--- src/hdl/tsfab_pkg.sv ---
`default_nettype none
package tsfab_pkg;

    // request codes
    localparam logic [1:0] REQ_DRAW  = 2'd0;
    localparam logic [1:0] REQ_WRITE = 2'd1;
    localparam logic [1:0] REQ_READ  = 2'd2;

    // configuration register indexes
    localparam logic [2:0] CFG_RED    = 3'd0;
    localparam logic [2:0] CFG_GREEN  = 3'd1;
    localparam logic [2:0] CFG_BLUE   = 3'd2;
    localparam logic [2:0] CFG_ALPHA  = 3'd3;
    localparam logic [2:0] CFG_CLIP_W = 3'd4;
    localparam logic [2:0] CFG_CLIP_H = 3'd5;

    // fixed point and datapath widths
    localparam int FRAC = 16;   // 30.16 edge positions
    localparam int VW   = 29;   // slope, signed
    localparam int DW   = 28;   // slope magnitude bits
    localparam int XW   = 46;   // edge position, signed
    localparam int YW   = 14;   // row and row delta, signed
    localparam int CW   = 13;   // column and clip, unsigned

    localparam logic [7:0] ALPHA_MAX = 8'hFF;

    typedef struct packed {
        logic [1:0]         req_type;
        logic signed [11:0] ax;
        logic signed [11:0] ay;
        logic signed [11:0] bx;
        logic signed [11:0] by;
        logic signed [11:0] cx;
        logic signed [11:0] cy;
        logic [7:0]         pix_x;
        logic [7:0]         pix_y;
        logic [23:0]        pix_data;
    } cmd_t;

    typedef struct packed {
        logic [23:0] read_data;
        logic        drew;
    } rsp_t;

endpackage
`default_nettype wire

--- src/hdl/tsfab_blend.sv ---
`default_nettype none
module tsfab_blend (
    input  wire logic [23:0] color,
    input  wire logic [7:0]  alpha,
    input  wire logic [23:0] dest,
    output logic      [23:0] result
);

    // exact floor(x/255) for 16-bit x below 65280
    function automatic logic [7:0] div255(input logic [15:0] x);
        logic [16:0] s;
        s = 17'(x) + 17'(x[15:8]) + 17'd1;
        return s[15:8];
    endfunction

    logic [7:0] inv_alpha;

    assign inv_alpha = tsfab_pkg::ALPHA_MAX - alpha;

    // per channel source over destination
    for (genvar ch = 0; ch < 3; ch++)
    begin : g_ch
        logic [15:0] src_p;
        logic [15:0] dst_p;
        assign src_p = color[ch*8 +: 8] * alpha;
        assign dst_p = dest[ch*8 +: 8] * inv_alpha;
        assign result[ch*8 +: 8] = div255(src_p) + div255(dst_p);
    end

endmodule
`default_nettype wire

--- config.mk ---
export PLATFORM = sky130hd
export DESIGN_NAME = tsfab_blend
export DESIGN_NICKNAME = d
export VERILOG_FILES = /design/src/hdl/tsfab_pkg.sv /design/src/hdl/tsfab_blend.sv
export SDC_FILE = /design/constraint.sdc
export NUM_CORES = 1
export LEC_CHECK = 0
export CORE_MARGIN = 3
export CORE_UTILIZATION = 40
export DETAILED_ROUTE_END_ITERATION = 12
export DONT_BUFFER_PORTS = 1
export PLACE_DENSITY_LB_ADDON = 0.08
export SLEW_MARGIN = 10
export SYNTH_ARGS = -nofsm -noshare
export SYNTH_HDL_FRONTEND = slang
export SYNTH_SLANG_ARGS = --single-unit
export TNS_END_PERCENT = 50
--- constraint.sdc ---
create_clock -name vclk -period 21.3
set_input_delay 1.065 -clock vclk [all_inputs]
set_output_delay 1.065 -clock vclk [all_outputs]
set_load 0.03 [all_outputs]
# Word-level counts from Yosys, hierarchy flattened
# Index checks and enable logic that the tools add are counted.
# Widths: inputs -> output; s select.
# totals
regBits,0
input_bits,56
out_inout_bits,24
# op_classes
addsub,16
n_mul,6
# op_table
operator,count
$add 16x1->16 const B,6
$add 16x8->16,6
$mul 8x8->16,6
$add 8x8->8,3
$sub 8x8->8 const A,1

# Logic depth before layout (Yosys ltp)
# logic_depth
ltp_word,5
ltp_mapped,37

# Worst setup path before layout
# Ideal clock, no wire load.
# synth_timing
kind,in2out
from,input port alpha[3]
to,output port result[15]
t_arrival_ps,8802
t_required_ps,20235
setup_slack_ps,11433
cell_stages,33
n_path_buf,2
path_cell_list,clkbuf_1 > clkbuf_1 > nand2b_1 > fa_1 > fa_1 > inv_1 > fa_1 > inv_1 > fa_1 > inv_1 > ha_1 > or4_1 > o21ai_1 > a21oi_1 > xnor2_1 > ha_1 > a2111oi_0 > o21ai_0 > a221oi_1 > o41ai_1 > a21oi_1 > nor2_1 > xor2_1 > ha_1 > a21o_1 > a21oi_1 > nor2b_1 > o21a_1 > o41ai_1 > xnor2_1 > xnor2_1 > xnor2_1 > xnor2_1
# synth_via
elab_chain_cells,5
word_cells_on_any_way,8
cone_classes,add/sub: 6; mul: 2
# synth_lines
item,line_no,rtl
start: declaration,tsfab_blend.sv:4,"input wire logic [7:0] alpha,"
$sub 8x8->8,tsfab_blend.sv:18,assign inv_alpha = tsfab_pkg::ALPHA_MAX - alpha;
$mul 8x8->16,tsfab_blend.sv:26,assign dst_p = dest[ch*8 +: 8] * inv_alpha;
$add 16x8->16,tsfab_blend.sv:12,s = 17'(x) + 17'(x[15:8]) + 17'd1;
$add 16x1->16,tsfab_blend.sv:12,
$add 8x8->8 (*),tsfab_blend.sv:27,assign result[ch*8 +: 8] = div255(src_p) + div255(dst_p);
end: declaration,tsfab_blend.sv:6,output logic [23:0] result
# Mark *: on every way between the ends. The rest lies on a longest branch, timed or not.

# Final worst setup path
# layout_timing
from,input port alpha[2]
to,output port result[15]
# Same word-level chain as after synthesis.

==> run_results.csv <==
group,metric,value,unit
layout,final_nets,2348,
timing,final-hold-violation-count,0,
worst_setup_path,startpoint_type,"input pin",
synth,netlist_top_cells_count,"337 x inv_1, 268 x ha_1, 219 x fa_1",
global_route,track_usage,17.7,%
worst_setup_path,endpoint_kind,"output pin",
layout,drive_above_1_share,1.16,%
synth,syn_inst,1844,
timing,tightest_slew,0.735,ns
job,max_cap_violations,0,
clock_tree,cts_resized,0,
die,dieWidth,203,µm
worst_setup_path,required,20.24,ns
detailed_routing,wirelength,35600,µm
detailed_routing,drcViolationCount,0,
worst_hold_path,whs_path_depth,6,
worst_setup_path,path_max_fanout,48,
synth,synth_fp_nets,2387,
die,dieArea,41400,µm²
synth,ys_top_cells_by_area,"fa_1 28%, ha_1 22%, inv_1 8.1%, and2_1 6.8%, nor2b_1 6.7%",
global_route,grt-ovfl-total,0,
synth,synth-seq-area-share,0,%
layout,final.clkbuf_count,0,
layout,syn_to_final_growth,3.13,%
synth,synth_area_leader_cell,"fa_1",
detailed_routing,ant_nets,0,
die,initial_core_util,41.0,%
layout,seq_area,0,µm²
detailed_routing,via_per_inst,5.10,
layout,fin_util,42.3,%
placed_design,numPortBuffers,0,
layout,fillers,4000,
detailed_routing,drtIter0Drc,439,
clock_tree,cts-hold-fix-buffers,0,
worst_hold_path,hold_class,"in2out",
die,top_level_ports,80,
worst_setup_path,crit_type,"in2out",
timing,setup_violations,0,
worst_setup_path,crit_arrival,8.94,ns
synth,avgSynthCellArea,8.45,µm²
timing,rsz0062_at_grt,"no",
layout,fin_cells,2315,
detailed_routing,vias,11800,
synth,syn_area,15600,µm²
die,die_y,203,µm
timing,final_max_slew_viol_count,0,
detailed_routing,post_drt_wl_per_cell,15.4,µm
clock_tree,cts_setup_buffers,0,
timing,fin_crit_sh,47.0,%
worst_setup_path,cp_slowest_cell,"a2111oi_0",
placed_design,routabilityCongestion,0.798,
die,rows,71,
detailed_routing,drt_first_pass_iters,4,
synth,yosysUniqueCellTypes,75,
die,core,38000,µm²
placed_design,dp_cells,2314,
placed_design,dpl.hpwl,29200,µm
timing,relSlewSlack,50.7,%
global_route,grt_pass1_wl,61900,µm
worst_setup_path,cp_common_cell,"xnor2_1",
timing,max_clock_freq,99.9,MHz
global_route,grt_pass1_vias,12600,
synth,yosysMostFrequentCell,"inv_1",
global_route,antenna_found_initial,0,
synth,synth_top_area_share,28.1,%
worst_setup_path,critPathMaxStageDelay,0.60,ns
run_status,outcome,"finished clean",
global_route,grt_start_max_net_pins,49,
layout,nFlopsAndLatches,0,
layout,multi_input_area,14200,µm²
synth,yosysWarnings,0,
timing,finalSetupTns,0,ns
timing,fin_crit,10.01,ns
==> through the flow <==
| stage | hold slack (ns) | area (µm²) | worst slack [ns] |
|---|---|---|---|
| final | 3.19 | 16100 | 11.29 |
| after global routing | 3.21 | 16100 | 10.62 |
| after CTS | 3.12 | 16100 | 11.28 |
| after detailed placement | 3.12 | 16100 | 11.31 |
| after global placement | 3.12 | 16100 | 11.43 |
| after floorplan | 3.03 | 15600 | 11.43 |
==> cells by family after synthesis <==
logic type / synth area share (%)
xor gates and xnor gates: 8.82
muxes: 0.0642
AOI/OAI and AO/OA: 10.7
adders and majority gates: 49.9
and+or+nand+nor: 21.4
buffers and inverters: 9.10
==> final timing paths <==
check  startpoint         end  slack (ns)
max      alpha[2]  result[15]       11.29
min      alpha[0]   result[7]        3.19
==> worst max-delay path, delay by kind of cell <==
family	cells	cell delay [ns]
adders and majority gates	7	2.89
AOI/OAI and AO/OA	11	2.53
xor gates and xnor gates	6	1.40
and+or+nand+nor	4	0.89
buffers and inverters	3	0.14
==> metal layers <==
layer  GRT usage (%)  vias up  part of all wire [%]
met1            24.2     5825                    48
met5               0        -                     0
met4            1.40        0                  0.95
met3            1.23       26                   2.5
li1                -     5826                     -
met2            31.9      118                    48
==> layout by cell type (no fill, tap or decap), types with 7 or more instances in the layout <==
cell type	netlist	routed
inv_1	337	337
ha_1	268	268
fa_1	219	219
and2_1	169	169
nor2b_1	167	167
xnor2_1	97	97
nand2_1	74	74
a21oi_1	58	58
nor2_1	56	56
xor2_1	44	44
nand2b_1	39	39
o21ai_0	33	33
a21o_1	30	30
nor3_1	25	25
nand3_1	19	19
o21a_1	17	17
a211oi_1	13	13
o21bai_1	12	12
o21ai_1	12	12
o2111ai_1	7	7
==> final cells by class <==
class              instances  area share (%)
well taps                511            3.98
inverters                337            7.87
diodes                     1          0.0156
multi-input cells       1466            88.1
Power is not shown: default switching activity piles up to over one toggle a cycle in this logic, so the estimate is an artifact.
