`config.mk`:
```
export PLATFORM = sky130hd
export DESIGN_NAME = tsfab_div
export DESIGN_NICKNAME = d
export VERILOG_FILES = /design/src/hdl/tsfab_pkg.sv /design/src/hdl/tsfab_div.sv
export SDC_FILE = /design/constraint.sdc
export NUM_CORES = 1
export LEC_CHECK = 0
export ABC_AREA = 1
export ABC_CLOCK_PERIOD_IN_PS = 5400
export BUFFER_PORTS_ARGS = -buffer_cell sky130_fd_sc_hd__buf_2
export CELL_PAD_IN_SITES_DETAIL_PLACEMENT = 1
export CELL_PAD_IN_SITES_GLOBAL_PLACEMENT = 1
export CORE_MARGIN = 1.5
export CORE_UTILIZATION = 40
export CTS_BUF_LIST = sky130_fd_sc_hd__clkbuf_8
export DETAILED_ROUTE_END_ITERATION = 8
export PLACE_DENSITY = 0.9
export SETUP_SLACK_MARGIN = 0.4
export SLEW_MARGIN = 40
export SYNTH_ARGS = -nofsm -noshare
export SYNTH_HDL_FRONTEND = slang
export SYNTH_SLANG_ARGS = --single-unit
```
`constraint.sdc`:
```
create_clock -name clk -period 5.4 [get_ports clk]
set_input_delay 0.81 -clock clk [delete_from_list [all_inputs] [get_ports clk]]
set_output_delay 0.81 -clock clk [all_outputs]
set_load 0.005 [all_outputs]
```
`src/hdl/tsfab_pkg.sv`:
```
`default_nettype none
package tsfab_pkg;

    // request codes
    localparam logic [1:0] REQ_DRAW  = 2'd0;
    localparam logic [1:0] REQ_WRITE = 2'd1;
    localparam logic [1:0] REQ_READ  = 2'd2;

    // configuration register indexes
    localparam logic [2:0] CFG_RED    = 3'd0;
    localparam logic [2:0] CFG_GREEN  = 3'd1;
    localparam logic [2:0] CFG_BLUE   = 3'd2;
    localparam logic [2:0] CFG_ALPHA  = 3'd3;
    localparam logic [2:0] CFG_CLIP_W = 3'd4;
    localparam logic [2:0] CFG_CLIP_H = 3'd5;

    // fixed point and datapath widths
    localparam int FRAC = 16;   // 30.16 edge positions
    localparam int VW   = 29;   // slope, signed
    localparam int DW   = 28;   // slope magnitude bits
    localparam int XW   = 46;   // edge position, signed
    localparam int YW   = 14;   // row and row delta, signed
    localparam int CW   = 13;   // column and clip, unsigned

    localparam logic [7:0] ALPHA_MAX = 8'hFF;

    typedef struct packed {
        logic [1:0]         req_type;
        logic signed [11:0] ax;
        logic signed [11:0] ay;
        logic signed [11:0] bx;
        logic signed [11:0] by;
        logic signed [11:0] cx;
        logic signed [11:0] cy;
        logic [7:0]         pix_x;
        logic [7:0]         pix_y;
        logic [23:0]        pix_data;
    } cmd_t;

    typedef struct packed {
        logic [23:0] read_data;
        logic        drew;
    } rsp_t;

endpackage
`default_nettype wire

```
`src/hdl/tsfab_div.sv`:
```
`default_nettype none
module tsfab_div (
    input  wire logic                             clk,
    input  wire logic                             rst_n,
    input  wire logic                             start,
    input  wire logic signed [tsfab_pkg::VW-1:0]  num,
    input  wire logic [11:0]                      den,
    output logic                                  done,
    output logic signed [tsfab_pkg::VW-1:0]       quo
);

    localparam int N = tsfab_pkg::DW;

    logic [N-1:0]           mag_reg;
    logic [11:0]            rem_reg;
    logic [11:0]            den_reg;
    logic                   neg_reg;
    logic                   busy_reg;
    logic                   done_reg;
    logic [$clog2(N)-1:0]   cnt_reg;
    logic [12:0]            trial;
    logic                   fits;
    logic [N-1:0]           num_abs;

    // one restoring step: bring down the next dividend bit
    always_comb
    begin
        trial   = {rem_reg, mag_reg[N-1]};
        fits    = trial >= {1'b0, den_reg};
        num_abs = num[tsfab_pkg::VW-1] ? N'(-num) : N'(num);
    end

    // iteration control
    always_ff @(posedge clk or negedge rst_n)
    begin
        if (!rst_n)
        begin
            busy_reg <= 1'b0;
            done_reg <= 1'b0;
            cnt_reg  <= '0;
        end
        else if (start)
        begin
            busy_reg <= 1'b1;
            done_reg <= 1'b0;
            cnt_reg  <= '0;
        end
        else if (busy_reg)
        begin
            cnt_reg <= cnt_reg + 1'b1;
            if (cnt_reg == ($clog2(N))'(N - 1))
            begin
                busy_reg <= 1'b0;
                done_reg <= 1'b1;
            end
        end
        else
        begin
            done_reg <= 1'b0;
        end
    end

    // dividend shifts out, quotient shifts in
    always_ff @(posedge clk)
    begin
        if (start)
        begin
            mag_reg <= num_abs;
            rem_reg <= '0;
            den_reg <= den;
            neg_reg <= num[tsfab_pkg::VW-1];
        end
        else if (busy_reg)
        begin
            rem_reg <= fits ? 12'(trial - {1'b0, den_reg}) : trial[11:0];
            mag_reg <= {mag_reg[N-2:0], fits};
        end
    end

    // truncation toward zero
    assign quo  = neg_reg ? -$signed({1'b0, mag_reg}) : $signed({1'b0, mag_reg});
    assign done = done_reg;

endmodule
`default_nettype wire

```
Word level (Yosys, flattened, before mapping)
Index checks and enable logic that the tools add are counted.
- register bits: 60
- input bits: 44
- output and inout port bits: 30
- logic and storage cells: 28
- add/sub/neg operators: 4
- order comparisons: 1
- equal/unequal tests: 2
- muxes and demuxes: 13
- reduce and logical (&&, ||, !) cells: 1
- operator list (cell ; number):
    28-bit two-way mux ; 3
    29-bit two-way mux ; 1
    28-bit negation with 29-bit output ; 1
    28-bit negation ; 1
    13-bit by 12-bit greater-or-equal comparator with 1-bit output ; 1
    12-bit two-way mux ; 1
    12-bit subtractor ; 1
    5-bit two-way mux ; 2
    1-bit two-way mux ; 6
    5-bit by 1-bit adder with 5-bit output (second input constant) ; 1
    5-bit == test (second input constant) ; 1
    3-bit by 2-bit inequality test with 1-bit output (second input constant) ; 1
    2-bit nonzero test ; 1

Longest topological paths before layout
Gate-level depths: netlist (run 1).
- word-level depth: 4
- gate-level depth with buffers: 12
- gate-level depth less buffers: 12

Worst setup path before layout (run 1)
OpenSTA, ideal clock, no wires.
- path kind: flip-flop to output port
- from: register mag_reg[0]
- to: output port quo[16] in the netlist's numbering
- data arrival time: 1.512 ns
- required time: 4.590 ns
- slack: 3.078 ns
- stages on the path, launching flop included: 9
- path buffers: 0
- cells stage by stage: edfxtp_1 -> inv_1 -> ha_1 -> nand3_1 -> nor2_1 -> nand3_1 -> nand3b_1 -> nand2_1 -> xor2_1
- cells in the longest elaborated chain, start to end: 2
- RTL lines (element ; RTL line ; text):
    start: declaration ; tsfab_div.sv:14 ; logic [N-1:0] mag_reg;
    start signal: assignment ; tsfab_div.sv:68 ; mag_reg <= num_abs;
    start signal: assignment ; tsfab_div.sv:76 ; mag_reg <= {mag_reg[N-2:0], fits};
    28-bit negation with 29-bit output ; tsfab_div.sv:81 ; assign quo = neg_reg ? -$signed({1'b0, mag_reg}) : $signed({1'b0, mag_reg});
    29-bit two-way mux ; tsfab_div.sv:81 ;
    end: declaration ; tsfab_div.sv:9 ; output logic signed [tsfab_pkg::VW-1:0] quo
No other way between the ends.

Final worst setup path (run 1)
- from: register mag_reg[1]
- to: output port quo[16] in the netlist's numbering
Same word-level chain as after synthesis.

==> results of run 1 <==
-- cell usage in the layout (no fill, tap or decap), types with 10 or more instances in the layout --
cell type and instances:
buf_2 72, nand4_1 19, a21oi_1 12, ha_1 15
dfxtp_1 12, nand3_1 65, nor3_1 10, nor2_1 79
nand2_1 202, edfxtp_1 41, inv_1 108, xor2_1 33
o21ai_0 43
-- per-layer routing --
metal,track usage [%],vias up,wire length (microns)
li1,-,2419,-
met1,30.85,2392,6865
met2,41.21,135,7231
met3,3.374,34,569
met4,10.25,0,468
met5,0,-,0
-- critical path, cell delays in order (launching register included) --
cell,delay [ps]
edfxtp_1,410
inv_1,140
ha_1,230
nand3_1,200
nor2_1,300
nand3_1,150
nand3b_1,210
nand2_1,90
xor2_1,190
buf_2,140
-- power groups by stage --
stage                     Sequential (mW)  Combinational [mW]  Clock [mW]
after detailed placement            0.650               0.755           0
after CTS                           0.641               0.766       0.459
after global placement              0.645               0.709           0
final                               0.640               0.774       0.456
after global routing                0.647               0.864       0.481
after floorplan                     0.621               0.563           0
-- final cells by class --
class / instances / share of cell area [%]
well taps: 147 / 3.322
clock inverters: 7 / 1.650
clock buffers: 9 / 2.237
multi-input cells: 525 / 48.68
inverters: 111 / 7.525
flip-flops and latches: 60 / 29.74
repair buffers: 74 / 6.847
-- cells in the mapped netlist (3+ instances only) --
library cell | number | share of area (%)
nand3_2 | 6 | 1.2
inv_1 | 109 | 8.4
dfxtp_1 | 12 | 5.0
xor2_1 | 33 | 6.0
dfrtp_1 | 7 | 3.6
nor3_1 | 10 | 1.0
buf_1 | 3 | 0.23
edfxtp_1 | 41 | 25
clkbuf_1 | 11 | 0.85
nand3_1 | 65 | 6.7
a31oi_1 | 3 | 0.39
nand2_1 | 202 | 16
a21oi_1 | 12 | 1.2
nand2_2 | 4 | 0.52
nand4_1 | 19 | 2.5
o21ai_0 | 43 | 4.4
nor4_1 | 3 | 0.39
nand3b_1 | 3 | 0.46
xnor2_1 | 6 | 1.1
nor2_1 | 81 | 6.3
ha_1 | 15 | 3.9
-- worst max-delay path by stage --
| stage | endpoint | cells past startpoint | from | slack [ps] |
|---|---|---|---|---|
| after floorplan | quo[16] | 8 | mag_reg[0] | 3080 |
| after global placement | mag_reg[22] | 3 | start | 2250 |
| after detailed placement | mag_reg[26] | 3 | start | 2490 |
| after CTS | quo[3] | 4 | neg_reg | 2170 |
| after global routing | quo[16] | 9 | mag_reg[1] | 2010 |
| final | quo[16] | 9 | mag_reg[1] | 2180 |
-- logic make-up (layout without fill, tap and decap cells) --
logic type | count (synthesis) | count (layout) | synth area share, %
AOI/OAI and AO/OA | 70 | 70 | 8.004
xor gates and xnor gates | 39 | 39 | 7.049
adders and majority gates | 16 | 16 | 4.286
buffers and inverters | 129 | 201 | 10.51
DFF | 60 | 60 | 33.98
and+or+nand+nor | 400 | 400 | 36.17
==> results.sh, run 1 <==
export IMPL_grt_ovfl_total=0
export IMPL_globalRouteTotalUtil_pct=24.20
export IMPL_antennaDiodeCount=0
export IMPL_buffer_ports_inserted=73
export IMPL_floorplan_core_area_sq_um=11910
export IMPL_start_util_pct=40.68
export IMPL_largest_reg_flops=28
export IMPL_utilization_pct=46.48
export IMPL_finalHoldViolCount=0
export IMPL_insertion_delay_ps=350
export IMPL_rrSetupSlack_ps=3100
export IMPL_sequentialPowerShare_pct=34.2
export IMPL_layout_cell_area_non_filler_sq_um=5537
export IMPL_num_cts_buffers=9
export IMPL_crit_reg2reg_launch="mag_reg[27]"
export IMPL_clkSlewWorstSetupHoldPaths_ps=70
export IMPL_synth_edff_count=41
export IMPL_p_sw_share_pct=41.11
export IMPL_number_of_instances_in_the_placed_design=916
export IMPL_finish_cell_count_without_fillers=933
export IMPL_multi_input_comb_area_sq_um=2695
export IMPL_cts_root_buf="clkbuf_8"
export IMPL_cts_repair_resized=0
export IMPL_sum_of_internal_switching_and_leakage_power_mw=1.870
export IMPL_preCtsSetupSlack_ps=2490
export IMPL_drt_vias_per_instance=5.338
export IMPL_fillCellCount=1602
export IMPL_intPower_mw=1.102
export IMPL_irDropWorstVdd_mv=0.1355
export IMPL_worstSetupPathType="reg2out"
export IMPL_share_of_post_route_cells_with_drive_strength_above_1_pct=14.38
export IMPL_final_setup_viol_count=0
export IMPL_finish_net_count=841
export IMPL_syn_mean_instance_area_sq_um=6.787
export IMPL_area_growth_pct=14.25
export IMPL_first_global_vias=5105
export IMPL_drtPass1Iterations=5
export IMPL_post_synth_num_cell_types=39
export IMPL_place_hpwl_microns=11780
export IMPL_floorplan_die_width_microns=113.1
export IMPL_floorplan_rows=40
export IMPL_totalWireLength_microns=15130
export IMPL_io_pin_count=74
export IMPL_total_power_density_per_cell_area_nw_per_um2=337.8
export IMPL_yosysWarningCount=0
export IMPL_run_status="finished clean"
export IMPL_reg2reg_depth=11
export IMPL_fmaxAchievable_mhz=310.5
export IMPL_holdBufCountCts=0
export IMPL_drt_wirelength_per_cell_microns=16.22
export IMPL_post_synth_inst_count=714
export IMPL_detailed_place_area_sq_um=5305
export IMPL_tritoncts_clock_tree="built"
export IMPL_cp_data_required_time_ps=4590
export IMPL_total_leakage_power_nw=2.743
export IMPL_drt_iter0_markers=353
export IMPL_final_seq_area_sq_um=1647
export IMPL_tightest_slew_ps=753.7
export IMPL_asyncSetResetFlopFracSynth_pct=11.67
export IMPL_timing_critical_path_from_type="flip-flop"
export IMPL_dieHeight_microns=113.1
export IMPL_period_share_pct=59.64
export IMPL_cts_setup_buffers=0
export IMPL_netlist_area_sq_um=4846
export IMPL_routabilityCongestion=0.8716
export IMPL_critical_path_endpoint_type="output port"
export IMPL_sequential_share_of_the_synthesized_area_pct=33.98
export IMPL_p_switching_mw=0.7688
export IMPL_final_hold_worst_slack_ps=285.5
export IMPL_maximum_fanout_count_along_the_critical_path=5
export IMPL_cts_buffer_depth=2
export IMPL_final_max_slew_violation_count=0
export IMPL_data_arrival_at_the_endpoint_of_the_critical_path_ps=2410
export IMPL_grt_max_degree=48
export IMPL_route_detailed_drc=0
export IMPL_die_area_sq_um=12780
export IMPL_power_share_combinational_pct=41.4
export IMPL_max_cap_violations=0
export IMPL_critical_path_reg2reg_endpoint="rem_reg[6]"
export IMPL_relSlewSlack_pct=49.70
export IMPL_setup_repair_after_global_routing_missed_its_margin="no"
export IMPL_clkSinkCount=60
export IMPL_ys_flop_type="edfxtp_1"
export IMPL_layout_min_cycle_time_ps=3221
export IMPL_hold_class="in2async"
export IMPL_grt_antenna_before_repair=0
export IMPL_synth_seq_cells=60
export IMPL_ctsHtreeMaxLevel=3
export IMPL_smallest_setup_slack_after_layout_ps=2179
export IMPL_power_clock_fraction_pct=24.4
export IMPL_timing_clock_skew_ps=5.514
export IMPL_detail_route_antenna_nets=0
export IMPL_global_route_wire_length_before_repair_microns=24670
export IMPL_syn_num_nets=774
export IMPL_vias=4980
export IMPL_sum_neg_setup_slack_ps=0
Power figures use the tool's default switching activity.
==> inputs of run 2 (changes only) <==
- ABC_CLOCK_PERIOD_IN_PS: 5400 -> 3050
- clock period: 5.4 -> 3.05 ns (I/O delays scaled with it)
==> results.sh, run 2 (synthesis results as in run 1) <==
export IMPL_layout_min_cycle_time_ps=2644
export IMPL_final_seq_area_sq_um=1647
export IMPL_grt_util_met2_pct=42.10
export IMPL_multi_input_comb_area_sq_um=2715
export IMPL_clkSlewWorstSetupHoldPaths_ps=70
export IMPL_period_share_pct=86.68
export IMPL_cts_buffer_depth=2
export IMPL_routabilityCongestion=0.8685
export IMPL_place_hpwl_microns=11950
export IMPL_finish_cell_count_without_fillers=946
export IMPL_drtPass1Iterations=4
export IMPL_fmaxAchievable_mhz=378.2
export IMPL_cp_data_required_time_ps=2590
export IMPL_layout_cell_area_non_filler_sq_um=5604
export IMPL_vias=5025
export IMPL_critical_path_reg2reg_endpoint="rem_reg[6]"
export IMPL_sum_of_internal_switching_and_leakage_power_mw=3.191
export IMPL_relSlewSlack_pct=64.98
export IMPL_grt_max_degree=32
export IMPL_drt_iter0_markers=277
export IMPL_worstSetupPathType="reg2out"
export IMPL_sum_neg_setup_slack_ps=0
export IMPL_share_of_post_route_cells_with_drive_strength_above_1_pct=16.40
export IMPL_grt_antenna_before_repair=0
export IMPL_timing_clock_skew_ps=10.63
export IMPL_use_met3_pct=3.803
export IMPL_detail_route_antenna_nets=0
export IMPL_total_leakage_power_nw=2.786
export IMPL_floorplan_rows=40
export IMPL_smallest_setup_slack_after_layout_ps=406.2
export IMPL_setup_worst_path_start="mag_reg[7]"
export IMPL_maximum_fanout_count_along_the_critical_path=4
export IMPL_detailed_place_area_sq_um=5348
export IMPL_die_area_sq_um=12780
export IMPL_most_common_cell_after_layout_fill_and_taps_aside="nand2_1"
export IMPL_setup_repair_after_global_routing_missed_its_margin="yes"
export IMPL_total_power_density_per_cell_area_nw_per_um2=569.4
export IMPL_preCtsSetupSlack_ps=705.5
export IMPL_grt_busiest_layer="met2"
export IMPL_totalWireLength_microns=15690
export IMPL_dieHeight_microns=113.1
export IMPL_run_status="finished clean"
export IMPL_max_cap_violations=0
export IMPL_grt_ovfl_total=0
export IMPL_cts_root_buf="clkbuf_8"
export IMPL_final_hold_worst_slack_ps=272.6
export IMPL_first_global_vias=5030
export IMPL_critical_path_endpoint_type="output port"
export IMPL_rrSetupSlack_ps=860
export IMPL_timing_hold_worst_endpoint="den_reg[11]"
export IMPL_floorplan_core_area_sq_um=11910
export IMPL_final_setup_viol_count=0
export IMPL_ctsHtreeMaxLevel=3
export IMPL_final_max_slew_violation_count=0
export IMPL_reg2reg_depth=11
export IMPL_largest_reg_flops=28
export IMPL_drt_vias_per_instance=5.312
export IMPL_start_util_pct=40.68
export IMPL_route_detailed_drc=0
export IMPL_num_cts_buffers=9
export IMPL_finish_net_count=854
export IMPL_globalRouteTotalUtil_pct=24.44
export IMPL_clkSinkCount=60
export IMPL_insertion_delay_ps=360
export IMPL_global_route_wire_length_before_repair_microns=24630
export IMPL_tritoncts_clock_tree="built"
export IMPL_fillCellCount=1611
export IMPL_groute_layer_met1_usage_pct=30.60
export IMPL_tightest_slew_ps=525.3
export IMPL_utilization_pct=47.05
export IMPL_floorplan_die_width_microns=113.1
export IMPL_drt_wirelength_per_cell_microns=16.59
export IMPL_buffer_ports_inserted=73
export IMPL_antennaDiodeCount=0
export IMPL_irDropWorstVdd_mv=0.2041
export IMPL_timing_hold_worst_path_depth=1
export IMPL_timing_critical_path_from_type="flip-flop"
export IMPL_finalHoldViolCount=0
export IMPL_hold_start="den[11]"
export IMPL_hold_class="in2reg"
export IMPL_data_arrival_at_the_endpoint_of_the_critical_path_ps=2190
export IMPL_crit_reg2reg_launch="mag_reg[27]"
export IMPL_area_growth_pct=15.65
export IMPL_io_pin_count=74
export IMPL_number_of_instances_in_the_placed_design=922
export IMPL_most_frequent_cells_in_the_layout="nand2_1, inv_1, nor2_1"
[run 2: cell types whose count changed in the layout (fill, tap and decap cells not counted), moves of 2 or more]
| cell | previous run | this run |
|---|---|---|
| buf_4 | 1 | 13 |
| nor2_1 | 79 | 76 |
| bufinv_16 | 2 | 0 |
| clkinv_4 | 2 | 0 |
| inv_2 | 3 | 5 |
| nor2_2 | 4 | 6 |
[run 2: timing repair]
item / in CTS / in global routing
hold endpoints to repair: 7 / 0
resized for setup: 1 / 11
endpoints found under the setup margin: 3 / 13
setup buffers: 2 / 5
hold buffers: 1 / 0
pin swaps: 1 / 0
[run 2: critical path: stages (launching register included)]
cell,delay [ps]
edfxtp_1,460
nor2_2,240
nand3_1,160
inv_1,90
nand2_1,110
nor2_1,190
nand3_1,120
nand2_1,120
nand2_1,70
nand2_1,60
nand2_1,70
buf_2,130
[run 2: layout make-up]
type | instances | share of cell area (%)
Multi-Input combinational cell | 525 | 48.45
Sequential cell | 60 | 29.38
Timing Repair Buffer | 87 | 8.439
Inverter | 111 | 7.435
Tap cell | 147 | 3.282
Clock buffer | 10 | 2.456
Clock inverter | 6 | 0.5582
[run 2: how the worst max path moves through the flow]
stage,endpoint,slack (ps)
global route,quo[27],320
global placement,quo[16],810
detailed placement,quo[16],710
floorplan,quo[16],1080
finish,quo[27],410
CTS,quo[16],410
[run 2: report_power, final]
part / internal, mW / switching (mW) / total (mW)
registers: 1.01 / 0.127 / 1.14
logic: 0.505 / 0.903 / 1.41
clock network: 0.308 / 0.340 / 0.648
total: 1.82 / 1.37 / 3.19
[run 2: metal layers]
layer | wire (microns) | up-vias
met5 | 0 | -
met4 | 449 | 0
met3 | 575 | 36
met2 | 7780 | 133
met1 | 6889 | 2394
li1 | - | 2462
==> inputs of run 3 (changes only) <==
- CORE_UTILIZATION: 40 -> 25
- PLACE_DENSITY: 0.9 -> 0.65
==> results.sh, run 3 (synthesis results as in run 1) <==
export IMPL_routabilityCongestion=0.8426
export IMPL_hold_class="in2reg"
export IMPL_cts_root_buf="clkbuf_8"
export IMPL_layout_cell_area_non_filler_sq_um=5781
export IMPL_max_cap_violations=0
export IMPL_first_global_vias=4811
export IMPL_tightest_slew_ps=554.4
export IMPL_die_area_sq_um=20230
export IMPL_cp_cell_sequence="inv_2 > ha_2 > nand3_2 > nor2_4 > nand3_1 > nand3b_1 > nand2_1 > xor2_1 > buf_2"
export IMPL_floorplan_die_width_microns=142.2
export IMPL_buffer_ports_inserted=73
export IMPL_most_frequent_cells_in_the_layout="nand2_1, inv_1, nor2_1"
export IMPL_share_of_post_route_cells_with_drive_strength_above_1_pct=16.63
export IMPL_fmaxAchievable_mhz=401.0
export IMPL_setup_repair_after_global_routing_missed_its_margin="yes"
export IMPL_layout_min_cycle_time_ps=2494
export IMPL_period_share_pct=81.77
export IMPL_timing_critical_path_from_type="flip-flop"
export IMPL_p_sw_share_pct=40.84
export IMPL_total_leakage_power_nw=2.796
export IMPL_largest_reg_flops=28
export IMPL_p_switching_mw=1.322
export IMPL_fillCellCount=2387
export IMPL_sequentialPowerShare_pct=34.6
export IMPL_detail_route_antenna_nets=0
export IMPL_area_growth_pct=19.29
export IMPL_dieHeight_microns=142.2
export IMPL_floorplan_rows=50
export IMPL_insertion_delay_ps=350
export IMPL_drt_vias_per_instance=4.437
export IMPL_irDropWorstVdd_mv=0.1635
export IMPL_run_status="finished clean"
export IMPL_io_pin_count=74
export IMPL_power_clock_fraction_pct=22.7
export IMPL_global_route_wire_length_before_repair_microns=25070
export IMPL_grt_antenna_before_repair=0
export IMPL_final_hold_worst_slack_ps=288.5
export IMPL_clkSinkCount=60
export IMPL_finalHoldViolCount=0
export IMPL_drt_iter0_markers=238
export IMPL_intPower_mw=1.915
export IMPL_detailed_place_area_sq_um=5497
export IMPL_cts_buffer_depth=2
export IMPL_timing_critical_path_buf_inv=2
export IMPL_final_seq_area_sq_um=1647
export IMPL_timing_critical_path_max_delay_family="simple AND/OR/NAND/NOR gates"
export IMPL_floorplan_core_area_sq_um=18830
export IMPL_biggest_cell_delay_along_the_critical_path_ps=410
export IMPL_num_cts_buffers=9
export IMPL_vias=4703
export IMPL_final_setup_viol_count=0
export IMPL_relSlewSlack_pct=63.04
export IMPL_total_power_density_per_cell_area_nw_per_um2=559.9
export IMPL_antennaDiodeCount=0
export IMPL_globalRouteTotalUtil_pct=15.85
export IMPL_data_arrival_at_the_endpoint_of_the_critical_path_ps=2040
export IMPL_timing_clock_skew_ps=11.00
export IMPL_totalWireLength_microns=15320
export IMPL_worstSetupPathType="reg2out"
export IMPL_grt_max_degree=45
export IMPL_drt_wirelength_per_cell_microns=14.45
export IMPL_drtPass1Iterations=4
export IMPL_ctsHtreeMaxLevel=3
export IMPL_critical_path_endpoint_type="output port"
export IMPL_crit_path_top_delay_cell="edfxtp_1"
export IMPL_tritoncts_clock_tree="built"
export IMPL_sum_of_internal_switching_and_leakage_power_mw=3.237
export IMPL_start_util_pct=25.73
export IMPL_place_hpwl_microns=12090
export IMPL_route_detailed_drc=0
export IMPL_multi_input_comb_area_sq_um=2716
export IMPL_grt_ovfl_total=0
export IMPL_cp_data_required_time_ps=2590
export IMPL_final_max_slew_violation_count=0
export IMPL_sum_neg_setup_slack_ps=0
export IMPL_maximum_fanout_count_along_the_critical_path=5
export IMPL_most_common_cell_after_layout_fill_and_taps_aside="nand2_1"
export IMPL_clkSlewWorstSetupHoldPaths_ps=80
export IMPL_power_share_combinational_pct=42.6
export IMPL_finish_net_count=855
## run 3: changes by cell type in the layout (fill, tap and decap cells not counted), sizes merged
cell,previous run,this run
buf,86,87
clkinv,2,1
inv,114,113
bufinv,0,1
clkinvlp,1,2
## run 3: layer usage
| metal | GRT usage (%) | vias up | part of all wire [%] |
|---|---|---|---|
| met4 | 4.558 | 0 | 0.79 |
| met3 | 2.052 | 4 | 2.8 |
| met5 | 0 | - | 0 |
| met2 | 24.75 | 69 | 45 |
| li1 | - | 2460 | - |
| met1 | 22.81 | 2170 | 52 |
## run 3: what timing repair did
item,in CTS,in global routing
endpoints found under the setup margin,3,10
gates cloned,0,0
hold buffers,1,0
endpoints found under the hold margin,7,0
gates resized for setup,2,9
pin swaps,1,2
buffers inserted,1,6
## run 3: power by group through the flow
stage | Clock, mW | Sequential [mW] | Combinational [mW]
after floorplan | 0 | 1.10 | 0.997
after global placement | 0 | 1.13 | 1.36
after detailed placement | 0 | 1.14 | 1.37
after CTS | 0.766 | 1.12 | 1.39
after global routing | 0.789 | 1.14 | 1.60
final | 0.735 | 1.12 | 1.38
## run 3: cell type report
| type | instances | share of cell area (%) |
|---|---|---|
| Clock buffer | 10 | 2.381 |
| Tap cell | 260 | 5.628 |
| Timing Repair Buffer | 88 | 8.312 |
| Sequential cell | 60 | 28.48 |
| Clock inverter | 6 | 0.9957 |
| Multi-Input combinational cell | 525 | 46.99 |
| Inverter | 111 | 7.208 |
## run 3: final timing paths
check	start	slack, ps	end	depth (start not counted)
worst max-delay path	mag_reg[1]	560	quo[16]	9
worst min-delay path	den[7]	290	den_reg[7]	1
worst max register to register	den_reg[9]	840	mag_reg[0]	8
worst min register to register	rem_reg[10]	480	rem_reg[10]	2
max in group asynchronous	rst_n	2400	cnt_reg[0]	2
min in group asynchronous	rst_n	480	cnt_reg[4]	2
## run 3: per-stage QoR
stage | instances | worst slack (ps) | utilization (%)
floorplan | 714 | 1080 | -
global placement | 1036 | 772.4 | 29.19
detailed placement | 1036 | 689.6 | 29.19
CTS | 1054 | 430.1 | 30.36
global route | 1060 | 361.7 | 30.70
finish | 1060 | 556.1 | 30.70
